File: src/sorted_multi_timer_scheduler_unit_assert.svh
// ----------------------------------------------------------------------------
// Sorted multi-timer scheduler assertion macros
// Concurrent assertion forms for the scheduler datapath.
// ----------------------------------------------------------------------------
`ifndef SORTED_MULTI_TIMER_SCHEDULER_UNIT_ASSERT_SVH
`define SORTED_MULTI_TIMER_SCHEDULER_UNIT_ASSERT_SVH

// same-cycle implication
`define SMTS_ASSERT_IMM(label, clk, rst, ante, cons) \
   label: assert property (@(posedge clk) disable iff (rst) (ante) |-> (cons)) \
      else $error("smts assertion failed");

// next-cycle implication
`define SMTS_ASSERT_NEXT(label, clk, rst, ante, cons) \
   label: assert property (@(posedge clk) disable iff (rst) (ante) |=> (cons)) \
      else $error("smts assertion failed");

`endif

File: src/smts_pkg.sv
// ----------------------------------------------------------------------------
// Sorted multi-timer scheduler package
// Item types, codes, controller states and control/status bundles.
// ----------------------------------------------------------------------------
package smts_pkg;

   localparam int TIMER_COUNT = 16;
   localparam int TIME_BITS   = 48;
   localparam int ID_W        = 4;
   localparam int IVAL_W      = 31;
   localparam int RANK_W      = $clog2(TIMER_COUNT);
   localparam int CNT_W       = $clog2(TIMER_COUNT + 1);

   localparam logic [1:0] OP_CONFIGURE = 2'd0;
   localparam logic [1:0] OP_PROCESS   = 2'd1;
   localparam logic [1:0] OP_QUERY     = 2'd2;

   localparam logic [1:0] EN_ARM    = 2'd1;
   localparam logic [1:0] EN_DISARM = 2'd2;

   localparam logic [1:0] RP_PERIODIC = 2'd1;
   localparam logic [1:0] RP_ONESHOT  = 2'd2;

   localparam logic [1:0] KIND_CONFIG = 2'd0;
   localparam logic [1:0] KIND_EXPIRY = 2'd1;
   localparam logic [1:0] KIND_WAIT   = 2'd2;

   typedef struct packed {
      logic [1:0]           op;
      logic [ID_W-1:0]      timer_id;
      logic [TIME_BITS-1:0] now;
      logic [1:0]           enable_code;
      logic [1:0]           repeat_code;
      logic [IVAL_W-1:0]    interval;
      logic [IVAL_W-1:0]    first_delay;
   } req_type;

   typedef struct packed {
      logic [1:0]        kind;
      logic              status;
      logic [ID_W-1:0]   fired_id;
      logic              fired;
      logic              wait_valid;
      logic [IVAL_W-1:0] wait_ms;
      logic              last;
   } rsp_type;

   typedef enum logic [3:0] {
      ST_IDLE,
      ST_DISPATCH,
      ST_CFG_UPD,
      ST_UNLINK,
      ST_WHEN,
      ST_LINK_SCAN,
      ST_LINK,
      ST_DUE_SCAN,
      ST_SELECT,
      ST_QUERY_SCAN,
      ST_EMIT
   } state_type;

   typedef enum logic [1:0] {
      SCAN_DUE,
      SCAN_POS,
      SCAN_HEAD
   } scan_type;

   typedef struct packed {
      logic     load;
      logic     cfg_update;
      logic     unlink;
      logic     calc_when;
      logic     link;
      logic     snap;
      logic     scan_start;
      logic     scan_step;
      scan_type scan_kind;
      logic     select;
      logic     emit;
   } cmd_type;

   typedef struct packed {
      logic [1:0] op;
      logic       scan_done;
      logic       out_free;
      logic       cfg_touch;
      logic       arm_req;
      logic       refuse;
      logic       proc_done;
   } stat_type;

endpackage

File: src/smts_ctrl.sv
// ----------------------------------------------------------------------------
// Sorted multi-timer scheduler controller
// Sequences configure, expiry processing and wait queries over the datapath.
// ----------------------------------------------------------------------------
module smts_ctrl (
   input  logic               clock,
   input  logic               reset,
   input  logic               req_valid,
   output logic               req_stall,
   input  smts_pkg::stat_type stat,
   output smts_pkg::cmd_type  cmd
);
   import smts_pkg::*;

   state_type state_ff;
   state_type state_in;

   always_ff @(posedge clock) begin
      if (reset) begin
         state_ff <= ST_IDLE;
      end else begin
         state_ff <= state_in;
      end
   end

   always_comb begin
      state_in  = state_ff;
      cmd       = '0;
      req_stall = 1'b1;
      unique case (state_ff)
         ST_IDLE: begin
            req_stall = 1'b0;
            if (req_valid) begin
               cmd.load = 1'b1;
               state_in = ST_DISPATCH;
            end
         end
         ST_DISPATCH: begin
            unique case (stat.op)
               OP_CONFIGURE: begin
                  state_in = ST_CFG_UPD;
               end
               OP_PROCESS: begin
                  cmd.snap       = 1'b1;
                  cmd.scan_start = 1'b1;
                  state_in       = ST_DUE_SCAN;
               end
               OP_QUERY: begin
                  cmd.scan_start = 1'b1;
                  state_in       = ST_QUERY_SCAN;
               end
               default: begin
                  state_in = ST_IDLE;
               end
            endcase
         end
         ST_CFG_UPD: begin
            cmd.cfg_update = 1'b1;
            state_in       = stat.cfg_touch ? ST_UNLINK : ST_EMIT;
         end
         ST_UNLINK: begin
            cmd.unlink = 1'b1;
            state_in   = stat.arm_req ? ST_WHEN : ST_EMIT;
         end
         ST_WHEN: begin
            cmd.calc_when  = 1'b1;
            cmd.scan_start = 1'b1;
            state_in       = stat.refuse ? ST_EMIT : ST_LINK_SCAN;
         end
         ST_LINK_SCAN: begin
            cmd.scan_step = 1'b1;
            cmd.scan_kind = SCAN_POS;
            if (stat.scan_done) begin
               state_in = ST_LINK;
            end
         end
         ST_LINK: begin
            cmd.link = 1'b1;
            state_in = ST_EMIT;
         end
         ST_DUE_SCAN: begin
            cmd.scan_step = 1'b1;
            cmd.scan_kind = SCAN_DUE;
            if (stat.scan_done) begin
               state_in = stat.proc_done ? ST_EMIT : ST_SELECT;
            end
         end
         ST_SELECT: begin
            cmd.select = 1'b1;
            state_in   = ST_UNLINK;
         end
         ST_QUERY_SCAN: begin
            cmd.scan_step = 1'b1;
            cmd.scan_kind = SCAN_HEAD;
            if (stat.scan_done) begin
               state_in = ST_EMIT;
            end
         end
         ST_EMIT: begin
            if (stat.out_free) begin
               cmd.emit = 1'b1;
               if (stat.op == OP_PROCESS && !stat.proc_done) begin
                  state_in = ST_SELECT;
               end else begin
                  state_in = ST_IDLE;
               end
            end
         end
         default: begin
            state_in = ST_IDLE;
         end
      endcase
   end

endmodule

File: src/smts_dp.sv
// ----------------------------------------------------------------------------
// Sorted multi-timer scheduler datapath
// Timer state, expiry memory with slot scan, rank updates and result register.
// ----------------------------------------------------------------------------
`include "sorted_multi_timer_scheduler_unit_assert.svh"

module smts_dp (
   input  logic              clock,
   input  logic              reset,
   input  smts_pkg::req_type req_data,
   input  smts_pkg::cmd_type cmd,
   output smts_pkg::stat_type stat,
   input  logic              rsp_stall,
   output logic              rsp_valid,
   output smts_pkg::rsp_type rsp_data
);
   import smts_pkg::*;

   req_type                item_ff, item_in;
   logic [IVAL_W-1:0]      period_ff [TIMER_COUNT];
   logic [IVAL_W-1:0]      period_in [TIMER_COUNT];
   logic [TIMER_COUNT-1:0] periodic_ff, periodic_in;
   logic [TIMER_COUNT-1:0] armed_ff, armed_in;
   logic [RANK_W-1:0]      rank_ff [TIMER_COUNT];
   logic [RANK_W-1:0]      rank_in [TIMER_COUNT];
   logic [RANK_W-1:0]      snap_ff [TIMER_COUNT];
   logic [RANK_W-1:0]      snap_in [TIMER_COUNT];
   logic [TIMER_COUNT-1:0] due_ff, due_in;
   logic [RANK_W-1:0]      tgt_ff, tgt_in;
   logic [TIME_BITS-1:0]   when_ff, when_in;
   logic                   refuse_ff, refuse_in;
   logic [CNT_W-1:0]       idx_ff, idx_in;
   logic [RANK_W-1:0]      rd_idx_ff, rd_idx_in;
   logic                   rd_vld_ff, rd_vld_in;
   logic [TIME_BITS-1:0]   rd_data_ff;
   logic [CNT_W-1:0]       pos_ff, pos_in;
   logic [CNT_W-1:0]       k_ff, k_in;
   logic [CNT_W-1:0]       r_ff, r_in;
   logic                   head_vld_ff, head_vld_in;
   logic [TIME_BITS-1:0]   head_exp_ff, head_exp_in;
   rsp_type                rsp_ff, rsp_in;
   logic                   rsp_valid_ff, rsp_valid_in;

   logic [TIME_BITS-1:0]   expiry_mem [TIMER_COUNT];

   logic                   is_cfg;
   logic                   id_ok;
   logic [IVAL_W-1:0]      delay;
   logic [RANK_W-1:0]      tgt_rank;
   logic [TIMER_COUNT-1:0] sel_hit;
   logic [TIMER_COUNT-1:0] head_vec;
   logic [RANK_W-1:0]      sel_idx;
   logic [TIME_BITS-1:0]   wait_diff;
   logic [IVAL_W-1:0]      wait_val;

   assign is_cfg   = item_ff.op == OP_CONFIGURE;
   assign id_ok    = int'(item_ff.timer_id) < TIMER_COUNT;
   assign delay    = (is_cfg && item_ff.first_delay != '0) ? item_ff.first_delay
                                                           : period_ff[tgt_ff];
   assign tgt_rank = rank_ff[tgt_ff];

   always_comb begin
      sel_idx = '0;
      for (int j = 0; j < TIMER_COUNT; j++) begin
         sel_hit[j]  = due_ff[j] && (snap_ff[j] == r_ff[RANK_W-1:0]);
         head_vec[j] = armed_ff[j] && (rank_ff[j] == '0);
         if (sel_hit[j]) begin
            sel_idx = RANK_W'(j);
         end
      end
   end

   assign wait_diff = head_exp_ff - item_ff.now;
   assign wait_val  = (|wait_diff[TIME_BITS-1:IVAL_W]) ? '1 : wait_diff[IVAL_W-1:0];

   assign stat.op        = item_ff.op;
   assign stat.scan_done = (idx_ff == CNT_W'(TIMER_COUNT)) && !rd_vld_ff;
   assign stat.out_free  = !rsp_valid_ff || !rsp_stall;
   assign stat.cfg_touch = id_ok && (item_ff.enable_code == EN_ARM ||
                                     item_ff.enable_code == EN_DISARM);
   assign stat.arm_req   = is_cfg ? (item_ff.enable_code == EN_ARM) : periodic_ff[tgt_ff];
   assign stat.refuse    = delay == '0;
   assign stat.proc_done = r_ff == k_ff;

   // result word for the current item
   always_comb begin
      rsp_in      = '0;
      rsp_in.last = 1'b1;
      case (item_ff.op)
         OP_CONFIGURE: begin
            rsp_in.kind   = KIND_CONFIG;
            rsp_in.status = refuse_ff;
         end
         OP_PROCESS: begin
            rsp_in.kind = KIND_EXPIRY;
            if (k_ff != '0) begin
               rsp_in.fired_id = ID_W'(tgt_ff);
               rsp_in.fired    = 1'b1;
               rsp_in.last     = r_ff == k_ff;
            end
         end
         OP_QUERY: begin
            rsp_in.kind       = KIND_WAIT;
            rsp_in.wait_valid = head_vld_ff;
            if (head_vld_ff && head_exp_ff > item_ff.now) begin
               rsp_in.wait_ms = wait_val;
            end
         end
         default: begin
         end
      endcase
   end

   always_comb begin
      item_in      = item_ff;
      period_in    = period_ff;
      periodic_in  = periodic_ff;
      armed_in     = armed_ff;
      rank_in      = rank_ff;
      snap_in      = snap_ff;
      due_in       = due_ff;
      tgt_in       = tgt_ff;
      when_in      = when_ff;
      refuse_in    = refuse_ff;
      idx_in       = idx_ff;
      rd_idx_in    = rd_idx_ff;
      rd_vld_in    = rd_vld_ff;
      pos_in       = pos_ff;
      k_in         = k_ff;
      r_in         = r_ff;
      head_vld_in  = head_vld_ff;
      head_exp_in  = head_exp_ff;
      rsp_valid_in = rsp_valid_ff;

      if (cmd.load) begin
         item_in   = req_data;
         tgt_in    = RANK_W'(req_data.timer_id);
         refuse_in = 1'b0;
         r_in      = '0;
      end

      if (cmd.cfg_update && id_ok) begin
         if (item_ff.repeat_code == RP_PERIODIC) begin
            periodic_in[tgt_ff] = 1'b1;
         end else if (item_ff.repeat_code == RP_ONESHOT) begin
            periodic_in[tgt_ff] = 1'b0;
         end
         if (item_ff.interval != '0) begin
            period_in[tgt_ff] = item_ff.interval;
         end
      end

      if (cmd.unlink && armed_ff[tgt_ff]) begin
         for (int j = 0; j < TIMER_COUNT; j++) begin
            if (armed_ff[j] && rank_ff[j] > tgt_rank) begin
               rank_in[j] = rank_ff[j] - 1'b1;
            end
         end
         armed_in[tgt_ff] = 1'b0;
      end

      if (cmd.calc_when) begin
         when_in   = item_ff.now + TIME_BITS'(delay);
         refuse_in = delay == '0;
      end

      if (cmd.link) begin
         for (int j = 0; j < TIMER_COUNT; j++) begin
            if (armed_ff[j] && {1'b0, rank_ff[j]} >= pos_ff) begin
               rank_in[j] = rank_ff[j] + 1'b1;
            end
         end
         rank_in[tgt_ff]  = pos_ff[RANK_W-1:0];
         armed_in[tgt_ff] = 1'b1;
      end

      // due set and count live across the re-arm scans of one process item
      if (cmd.snap) begin
         snap_in = rank_ff;
         k_in    = '0;
         due_in  = '0;
      end

      if (cmd.scan_start) begin
         idx_in      = '0;
         rd_vld_in   = 1'b0;
         pos_in      = '0;
         head_vld_in = 1'b0;
      end

      if (cmd.scan_step) begin
         if (idx_ff != CNT_W'(TIMER_COUNT)) begin
            rd_idx_in = idx_ff[RANK_W-1:0];
            rd_vld_in = 1'b1;
            idx_in    = idx_ff + 1'b1;
         end else begin
            rd_vld_in = 1'b0;
         end
         if (rd_vld_ff && armed_ff[rd_idx_ff]) begin
            case (cmd.scan_kind)
               SCAN_DUE: begin
                  if (rd_data_ff <= item_ff.now) begin
                     due_in[rd_idx_ff] = 1'b1;
                     k_in              = k_ff + 1'b1;
                  end
               end
               SCAN_POS: begin
                  if (rd_data_ff <= when_ff) begin
                     pos_in = pos_ff + 1'b1;
                  end
               end
               SCAN_HEAD: begin
                  if (rank_ff[rd_idx_ff] == '0) begin
                     head_vld_in = 1'b1;
                     head_exp_in = rd_data_ff;
                  end
               end
               default: begin
               end
            endcase
         end
      end

      if (cmd.select) begin
         tgt_in = sel_idx;
         r_in   = r_ff + 1'b1;
      end

      if (cmd.emit) begin
         rsp_valid_in = 1'b1;
      end else if (!rsp_stall) begin
         rsp_valid_in = 1'b0;
      end
   end

   always_ff @(posedge clock) begin
      if (reset) begin
         periodic_ff  <= '0;
         armed_ff     <= '0;
         idx_ff       <= '0;
         rd_vld_ff    <= 1'b0;
         rsp_valid_ff <= 1'b0;
         for (int j = 0; j < TIMER_COUNT; j++) begin
            period_ff[j] <= '0;
         end
      end else begin
         periodic_ff  <= periodic_in;
         armed_ff     <= armed_in;
         idx_ff       <= idx_in;
         rd_vld_ff    <= rd_vld_in;
         rsp_valid_ff <= rsp_valid_in;
         period_ff    <= period_in;
      end
   end

   always_ff @(posedge clock) begin
      item_ff     <= item_in;
      rank_ff     <= rank_in;
      snap_ff     <= snap_in;
      due_ff      <= due_in;
      tgt_ff      <= tgt_in;
      when_ff     <= when_in;
      refuse_ff   <= refuse_in;
      rd_idx_ff   <= rd_idx_in;
      pos_ff      <= pos_in;
      k_ff        <= k_in;
      r_ff        <= r_in;
      head_vld_ff <= head_vld_in;
      head_exp_ff <= head_exp_in;
      if (cmd.emit) begin
         rsp_ff <= rsp_in;
      end
   end

   // expiry store, one write port, one registered read port
   always_ff @(posedge clock) begin
      if (cmd.link) begin
         expiry_mem[tgt_ff] <= when_ff;
      end
      if (cmd.scan_step) begin
         rd_data_ff <= expiry_mem[idx_ff[RANK_W-1:0]];
      end
   end

   assign rsp_valid = rsp_valid_ff;
   assign rsp_data  = rsp_ff;

   `SMTS_ASSERT_IMM(a_link_target_free, clock, reset, cmd.link, !armed_ff[tgt_ff])
   `SMTS_ASSERT_IMM(a_select_onehot, clock, reset, cmd.select, $onehot(sel_hit))
   `SMTS_ASSERT_IMM(a_head_unique, clock, reset, 1'b1, $onehot0(head_vec))
   `SMTS_ASSERT_NEXT(a_emit_valid, clock, reset, cmd.emit, rsp_valid_ff)

endmodule

File: src/sorted_multi_timer_scheduler_unit.sv
// Configure: disarming unlinks the timer; arming computes the expiry, then scans the slots
// for the rank position and links it, unless arming is refused. Query: a slot scan for the head.
// Process: a due scan, then each fired timer is selected and unlinked; periodic ones are re-armed
// with a position scan. A result stall holds the unit in its emit state.
// One item at a time; the next item is taken the cycle after the last result is registered.
// Synchronous active-high reset disarms all timers and clears periods and repeat flags.
// ----------------------------------------------------------------------------
// Sorted multi-timer scheduler unit
// Bank of one-shot and periodic timers kept in expiry rank order.
// ----------------------------------------------------------------------------
module sorted_multi_timer_scheduler_unit (
   input  logic              clock,
   input  logic              reset,
   input  logic              req_valid,
   output logic              req_stall,
   input  smts_pkg::req_type req_data,
   output logic              rsp_valid,
   input  logic              rsp_stall,
   output smts_pkg::rsp_type rsp_data
);
   import smts_pkg::*;

   cmd_type  cmd;
   stat_type stat;

   smts_ctrl u_ctrl (
      .clock     (clock),
      .reset     (reset),
      .req_valid (req_valid),
      .req_stall (req_stall),
      .stat      (stat),
      .cmd       (cmd)
   );

   smts_dp u_dp (
      .clock     (clock),
      .reset     (reset),
      .req_data  (req_data),
      .cmd       (cmd),
      .stat      (stat),
      .rsp_stall (rsp_stall),
      .rsp_valid (rsp_valid),
      .rsp_data  (rsp_data)
   );

endmodule
File: config.mk
export PLATFORM = sky130hd
export DESIGN_NAME = sorted_multi_timer_scheduler_unit
export DESIGN_NICKNAME = d
export VERILOG_FILES = /design/src/smts_pkg.sv /design/src/smts_ctrl.sv /design/src/smts_dp.sv /design/src/sorted_multi_timer_scheduler_unit.sv
export VERILOG_INCLUDE_DIRS = /design/src /design/src/src
export SDC_FILE = /design/constraint.sdc
export NUM_CORES = 2
export LEC_CHECK = 0
export ABC_CLOCK_PERIOD_IN_PS = 16700
export BUFFER_PORTS_ARGS = -buffer_cell sky130_fd_sc_hd__buf_2
export CORE_ASPECT_RATIO = 1.5
export CORE_MARGIN = 2
export CORE_UTILIZATION = 40
export DETAILED_ROUTE_END_ITERATION = 16
export PLACE_DENSITY_LB_ADDON = 0.15
export SETUP_SLACK_MARGIN = 0.05
export SLEW_MARGIN = 10
export SYNTH_ARGS = -nofsm -noshare
export SYNTH_HDL_FRONTEND = slang
export SYNTH_HIERARCHICAL = 1
export SYNTH_SLANG_ARGS = --single-unit
File: constraint.sdc
create_clock -name clock -period 16.7 [get_ports clock]
set_input_delay 0.835 -clock clock [delete_from_list [all_inputs] [get_ports clock]]
set_output_delay 0.835 -clock clock [all_outputs]
set_load 0.03 [all_outputs]
==> impl_metrics.xml <==
<?xml version="1.0" encoding="UTF-8"?>
<metrics>
  <group name="cells_and_area">
    <metric name="syn_to_final_growth" unit="%">11.5</metric>
    <metric name="net_count_final" unit="">7117</metric>
    <metric name="drive_above_1_share" unit="%">16.3</metric>
  </group>
  <group name="setup_path">
    <metric name="worst_ep_arrival_time" unit="ps">8490</metric>
    <metric name="critPathKind" unit="">reg2reg</metric>
    <metric name="cpLargestDelayFamily" unit="">compound AO/OA/AOI/OAI gates</metric>
    <metric name="ff2ff_setup_slack" unit="ps">8780</metric>
    <metric name="crit_fanout" unit="">92</metric>
    <metric name="cell_with_the_largest_stage_delay_on_the_worst_path" unit="">sky130_fd_sc_hd__a41oi_2</metric>
    <metric name="reg2reg_depth" unit="">19</metric>
    <metric name="required_time_reported_for_the_critical_path_endpoint" unit="ps">17270</metric>
    <metric name="worstPathBufferInverterCount" unit="">4</metric>
    <metric name="worst_r2r_startpoint" unit="">u_dp/tgt_ff[0]$_DFFE_PP_</metric>
    <metric name="worstSetupPathDepth" unit="">19</metric>
    <metric name="critical_path.endpoint_type" unit="">flip-flop</metric>
    <metric name="critical_path_startpoint_category" unit="">flip-flop</metric>
    <metric name="slowest_delay" unit="ps">780</metric>
    <metric name="rr_endpoint" unit="">u_dp/when_ff[40]$_DFFE_PP_</metric>
    <metric name="critical_path.cell_chain" unit="">buf_4 -&gt; buf_12 -&gt; buf_4 -&gt; mux4_2 -&gt; mux4_2 -&gt; mux2_2 -&gt; ha_1 -&gt; inv_1 -&gt; fa_1 -&gt; nor2b_1 -&gt; o21ai_0 -&gt; a21boi_0 -&gt; o311ai_0 -&gt; a2111oi_0 -&gt; o31a_1 -&gt; o211a_1 -&gt; a41oi_2 -&gt; and4b_1 -&gt; xnor2_1</metric>
  </group>
  <group name="floorplanning">
    <metric name="std_cell_rows" unit="">203</metric>
    <metric name="die_x" unit="µm">373</metric>
    <metric name="die-area" unit="µm²">208000</metric>
    <metric name="start_util" unit="%">40.2</metric>
    <metric name="pin_count" unit="">167</metric>
    <metric name="core_area" unit="µm²">203000</metric>
    <metric name="floorplan.die.height" unit="µm">558</metric>
  </group>
  <group name="sta">
    <metric name="grt_setup_unrepaired" unit="">false</metric>
    <metric name="worst_pin_slew" unit="ps">1250</metric>
    <metric name="slew_viol_final" unit="">0</metric>
    <metric name="slew_headroom" unit="%">16.5</metric>
    <metric name="skew" unit="ps">70.9</metric>
    <metric name="period_share" unit="%">47.4</metric>
    <metric name="report.final.hold_viol_count" unit="">0</metric>
    <metric name="setup_total_negative_slack" unit="ps">0</metric>
    <metric name="fmax" unit="MHz">126</metric>
    <metric name="final.min_clock_period" unit="ps">7920</metric>
    <metric name="finalSetupViolCount" unit="">0</metric>
  </group>
  <group name="synth">
    <metric name="unique_cell_type_count_in_the_yosys_netlist" unit="">90</metric>
    <metric name="postSynthCellCount" unit="">6587</metric>
    <metric name="synth_flop_cell" unit="">sky130_fd_sc_hd__edfxtp_1</metric>
    <metric name="post_synthesis_cell_area" unit="µm²">81700</metric>
    <metric name="postSynthAreaPerCell" unit="µm²">12.4</metric>
    <metric name="yosysSeqAreaShare" unit="%">57.4</metric>
    <metric name="yosys_register_bits" unit="">1772</metric>
    <metric name="ys_async_rst_share" unit="%">0</metric>
    <metric name="synthesis.nets" unit="">7067</metric>
    <metric name="edff_count_synth" unit="">1143</metric>
    <metric name="ys.warnings.count" unit="">6</metric>
  </group>
  <group name="place">
    <metric name="place.detailed.hpwl" unit="µm">161000</metric>
    <metric name="gpl.final_weighted_congestion" unit="">0.893</metric>
    <metric name="port-buffer-count" unit="">166</metric>
  </group>
  <group name="clock_tree">
    <metric name="clk_pin_slew" unit="ps">70</metric>
    <metric name="cts-root-buf" unit="">sky130_fd_sc_hd__clkbuf_16</metric>
    <metric name="cts-root-to-sink-buffers" unit="">4</metric>
    <metric name="cts_resized" unit="">0</metric>
    <metric name="cts_htree_levels" unit="">4</metric>
    <metric name="clock_sink_count" unit="">1772</metric>
    <metric name="cts_tree" unit="">yes</metric>
    <metric name="number_of_buffers_added_to_fix_hold_violations_after_cts" unit="">0</metric>
    <metric name="cts_made_buffers" unit="">181</metric>
    <metric name="postCtsSetupBuffers" unit="">0</metric>
    <metric name="worst_skew_pair_later_pin_latency" unit="ps">860</metric>
  </group>
  <group name="drt">
    <metric name="detail_route.drc_violations" unit="">0</metric>
    <metric name="post_drt_wl_per_cell" unit="µm">27.5</metric>
    <metric name="route.vias.total" unit="">54700</metric>
    <metric name="drtIter0Drc" unit="">5383</metric>
    <metric name="routed_wl" unit="µm">260000</metric>
    <metric name="drt_first_pass_iters" unit="">6</metric>
    <metric name="drtAntennaViolNets" unit="">0</metric>
    <metric name="vias_per_cell" unit="">5.79</metric>
  </group>
  <group name="global_routing">
    <metric name="globalRoute.totalOverflow" unit="">0</metric>
    <metric name="grt_start_max_net_pins" unit="">165</metric>
    <metric name="vias_in_the_first_global_route" unit="">54600</metric>
    <metric name="grt.total_usage" unit="%">24.6</metric>
    <metric name="first_pass_grt_wire_length" unit="µm">376000</metric>
    <metric name="antenna_violations_before_repair" unit="">28</metric>
  </group>
  <group name="hold_path">
    <metric name="whs_endpoint" unit="">u_dp/item_ff[32]$_DFFE_PP_</metric>
    <metric name="holdCritStartpoint" unit="">req_data[32]</metric>
    <metric name="holdPathStages" unit="">1</metric>
    <metric name="hold_path_class" unit="">in2reg</metric>
  </group>
  <group name="power">
    <metric name="power_switching_share" unit="%">31.0</metric>
    <metric name="totalPowerFinal" unit="mW">11.9</metric>
    <metric name="power.share.sequential" unit="%">46.1</metric>
    <metric name="netSwitchingPower" unit="mW">3.68</metric>
    <metric name="ir_worst_vdd" unit="V">0.0000874</metric>
    <metric name="power.density" unit="nW/µm²">131</metric>
    <metric name="comb_power_share" unit="%">20.0</metric>
    <metric name="internal-power" unit="mW">8.22</metric>
    <metric name="power.clock.fraction" unit="%">33.9</metric>
    <metric name="power.static_leakage" unit="nW">30.7</metric>
  </group>
  <group name="status">
    <metric name="outcome" unit="">complete, no violations</metric>
  </group>
  <group name="job">
    <metric name="max-cap-violations" unit="">0</metric>
  </group>
</metrics>
[cell type report]
cell class | count | area [µm²]
clock buffer | 241 | 4980
antenna | 10 | 25.0
multi-input combinational | 4184 | 32500
inverter | 212 | 816
sequential | 1772 | 46900
fill | 18400 | 112000
clock inverter | 83 | 788
timing repair buffer | 286 | 1750
tap | 2665 | 3330
[synth_stat cells, types with 7 or more instances]
cell type	number	area, µm²
sky130_fd_sc_hd__a211o_1	7	61.3
sky130_fd_sc_hd__a211oi_1	15	113
sky130_fd_sc_hd__a21o_1	102	766
sky130_fd_sc_hd__a21oi_1	705	3530
sky130_fd_sc_hd__a22oi_1	40	300
sky130_fd_sc_hd__a311oi_1	15	131
sky130_fd_sc_hd__a31oi_1	44	275
sky130_fd_sc_hd__and2_0	8	50.1
sky130_fd_sc_hd__and2_1	42	263
sky130_fd_sc_hd__and3_1	27	169
sky130_fd_sc_hd__buf_1	51	191
sky130_fd_sc_hd__buf_2	37	185
sky130_fd_sc_hd__clkbuf_1	321	1200
sky130_fd_sc_hd__dfxtp_1	629	12600
sky130_fd_sc_hd__edfxtp_1	1143	34300
sky130_fd_sc_hd__ha_1	354	4430
sky130_fd_sc_hd__inv_1	211	792
sky130_fd_sc_hd__mux2_2	31	349
sky130_fd_sc_hd__mux2i_1	18	180
sky130_fd_sc_hd__mux4_2	434	9770
sky130_fd_sc_hd__nand2_1	1214	4560
sky130_fd_sc_hd__nand2b_1	49	307
sky130_fd_sc_hd__nand3_1	97	485
sky130_fd_sc_hd__nand3b_1	7	52.6
sky130_fd_sc_hd__nand4_1	52	325
sky130_fd_sc_hd__nor2_1	122	458
sky130_fd_sc_hd__nor2b_1	43	269
sky130_fd_sc_hd__nor3_1	68	340
sky130_fd_sc_hd__nor3b_1	18	135
sky130_fd_sc_hd__nor4_1	50	313
sky130_fd_sc_hd__o211ai_1	22	165
sky130_fd_sc_hd__o21a_1	38	285
sky130_fd_sc_hd__o21ai_0	184	921
sky130_fd_sc_hd__o21bai_1	10	75.1
sky130_fd_sc_hd__o22ai_1	15	93.8
sky130_fd_sc_hd__o31ai_1	8	60.1
sky130_fd_sc_hd__or2_2	8	50.1
sky130_fd_sc_hd__or3_1	7	43.8
sky130_fd_sc_hd__xnor2_1	138	1210
sky130_fd_sc_hd__xor2_1	89	780
[power groups by stage]
stage / logic, mW / clock network [mW] / registers, mW
floorplan: 1.80 / 0 / 5.26
global placement: 2.33 / 0 / 5.57
detailed placement: 2.37 / 0 / 5.57
CTS: 2.38 / 4.12 / 5.48
global route: 2.59 / 4.27 / 5.52
finish: 2.38 / 4.04 / 5.49
[routing by layer]
metal / vias up / routed length, µm / track usage, %
li1: 24400 / - / -
met2: 2031 / 130000 / 43.0
met5: - / 84 / 0
met3: 537 / 17300 / 3.50
met4: 16 / 10100 / 9.28
met1: 27700 / 103000 / 31.0
[placed cells by master, fill, tap and decap left out, drive strengths merged, types with 52 or more instances in the layout]
| cell | instances |
|---|---|
| inv | 199 |
| nand2 | 1214 |
| dfxtp | 629 |
| a21oi | 705 |
| o21ai | 188 |
| buf | 286 |
| nand4 | 52 |
| clkinv | 73 |
| clkbuf | 241 |
| nand3 | 97 |
| xor2 | 89 |
| ha | 354 |
| mux4 | 434 |
| a21o | 102 |
| nor3 | 68 |
| edfxtp | 1143 |
| nor2 | 122 |
| xnor2 | 138 |
[stage by stage]
| stage | hold WS [ps] | setup slack, ps | instance area [µm²] | std cells | utilization (%) |
|---|---|---|---|---|---|
| CTS | 102 | 8710 | 91100 | 9443 | 44.8 |
| floorplan | 406 | 7970 | 81700 | 6587 | - |
| global route | 126 | 8340 | 91100 | 9446 | 44.8 |
| detailed placement | 440 | 8730 | 85300 | 9119 | 41.9 |
| finish | 153 | 8780 | 91100 | 9453 | 44.8 |
| global placement | 435 | 8730 | 85300 | 9119 | 41.9 |
[cells by family after synthesis]
kind of cell	count (synthesis)	share of synthesized area (%)
compound gates	1279	9.16
xor+xnor	227	2.43
fa+ha+maj	356	5.47
buf+inv	631	3.03
flops	1772	57.4
mux	483	12.6
simple gates	1839	9.90
[how the worst max path moves through the flow]
stage                                          startpoint                            end
after CTS                        u_dp/tgt_ff[0]$_DFFE_PP_     u_dp/when_ff[40]$_DFFE_PP_
after global routing             u_dp/tgt_ff[0]$_DFFE_PP_     u_dp/when_ff[40]$_DFFE_PP_
after floorplan           u_ctrl/state_ff[2]$_SDFFE_PP0P_  u_dp/head_exp_ff[0]$_DFFE_PP_
final                            u_dp/tgt_ff[0]$_DFFE_PP_     u_dp/when_ff[40]$_DFFE_PP_
after global placement           u_dp/tgt_ff[0]$_DFFE_PP_     u_dp/when_ff[40]$_DFFE_PP_
after detailed placement         u_dp/tgt_ff[0]$_DFFE_PP_     u_dp/when_ff[40]$_DFFE_PP_
[state kept, by name, indices dropped and copies added, names as in the netlist, 5 cells and up, named ones only]
name,cells
u_dp/snap_ff,60
u_dp/period_ff,496
u_dp/rd_data_ff,48
u_dp/when_ff,48
u_dp/due_ff,15
u_dp/idx_ff,5
u_dp/rsp_data,41
u_dp/r_ff,5
u_dp/expiry_mem,768
u_dp/pos_ff,5
u_dp/rank_ff,64
u_dp/item_ff,114
u_dp/head_exp_ff,48
u_dp/k_ff,5
No activity file was read; power rests on OpenSTA's default activity.
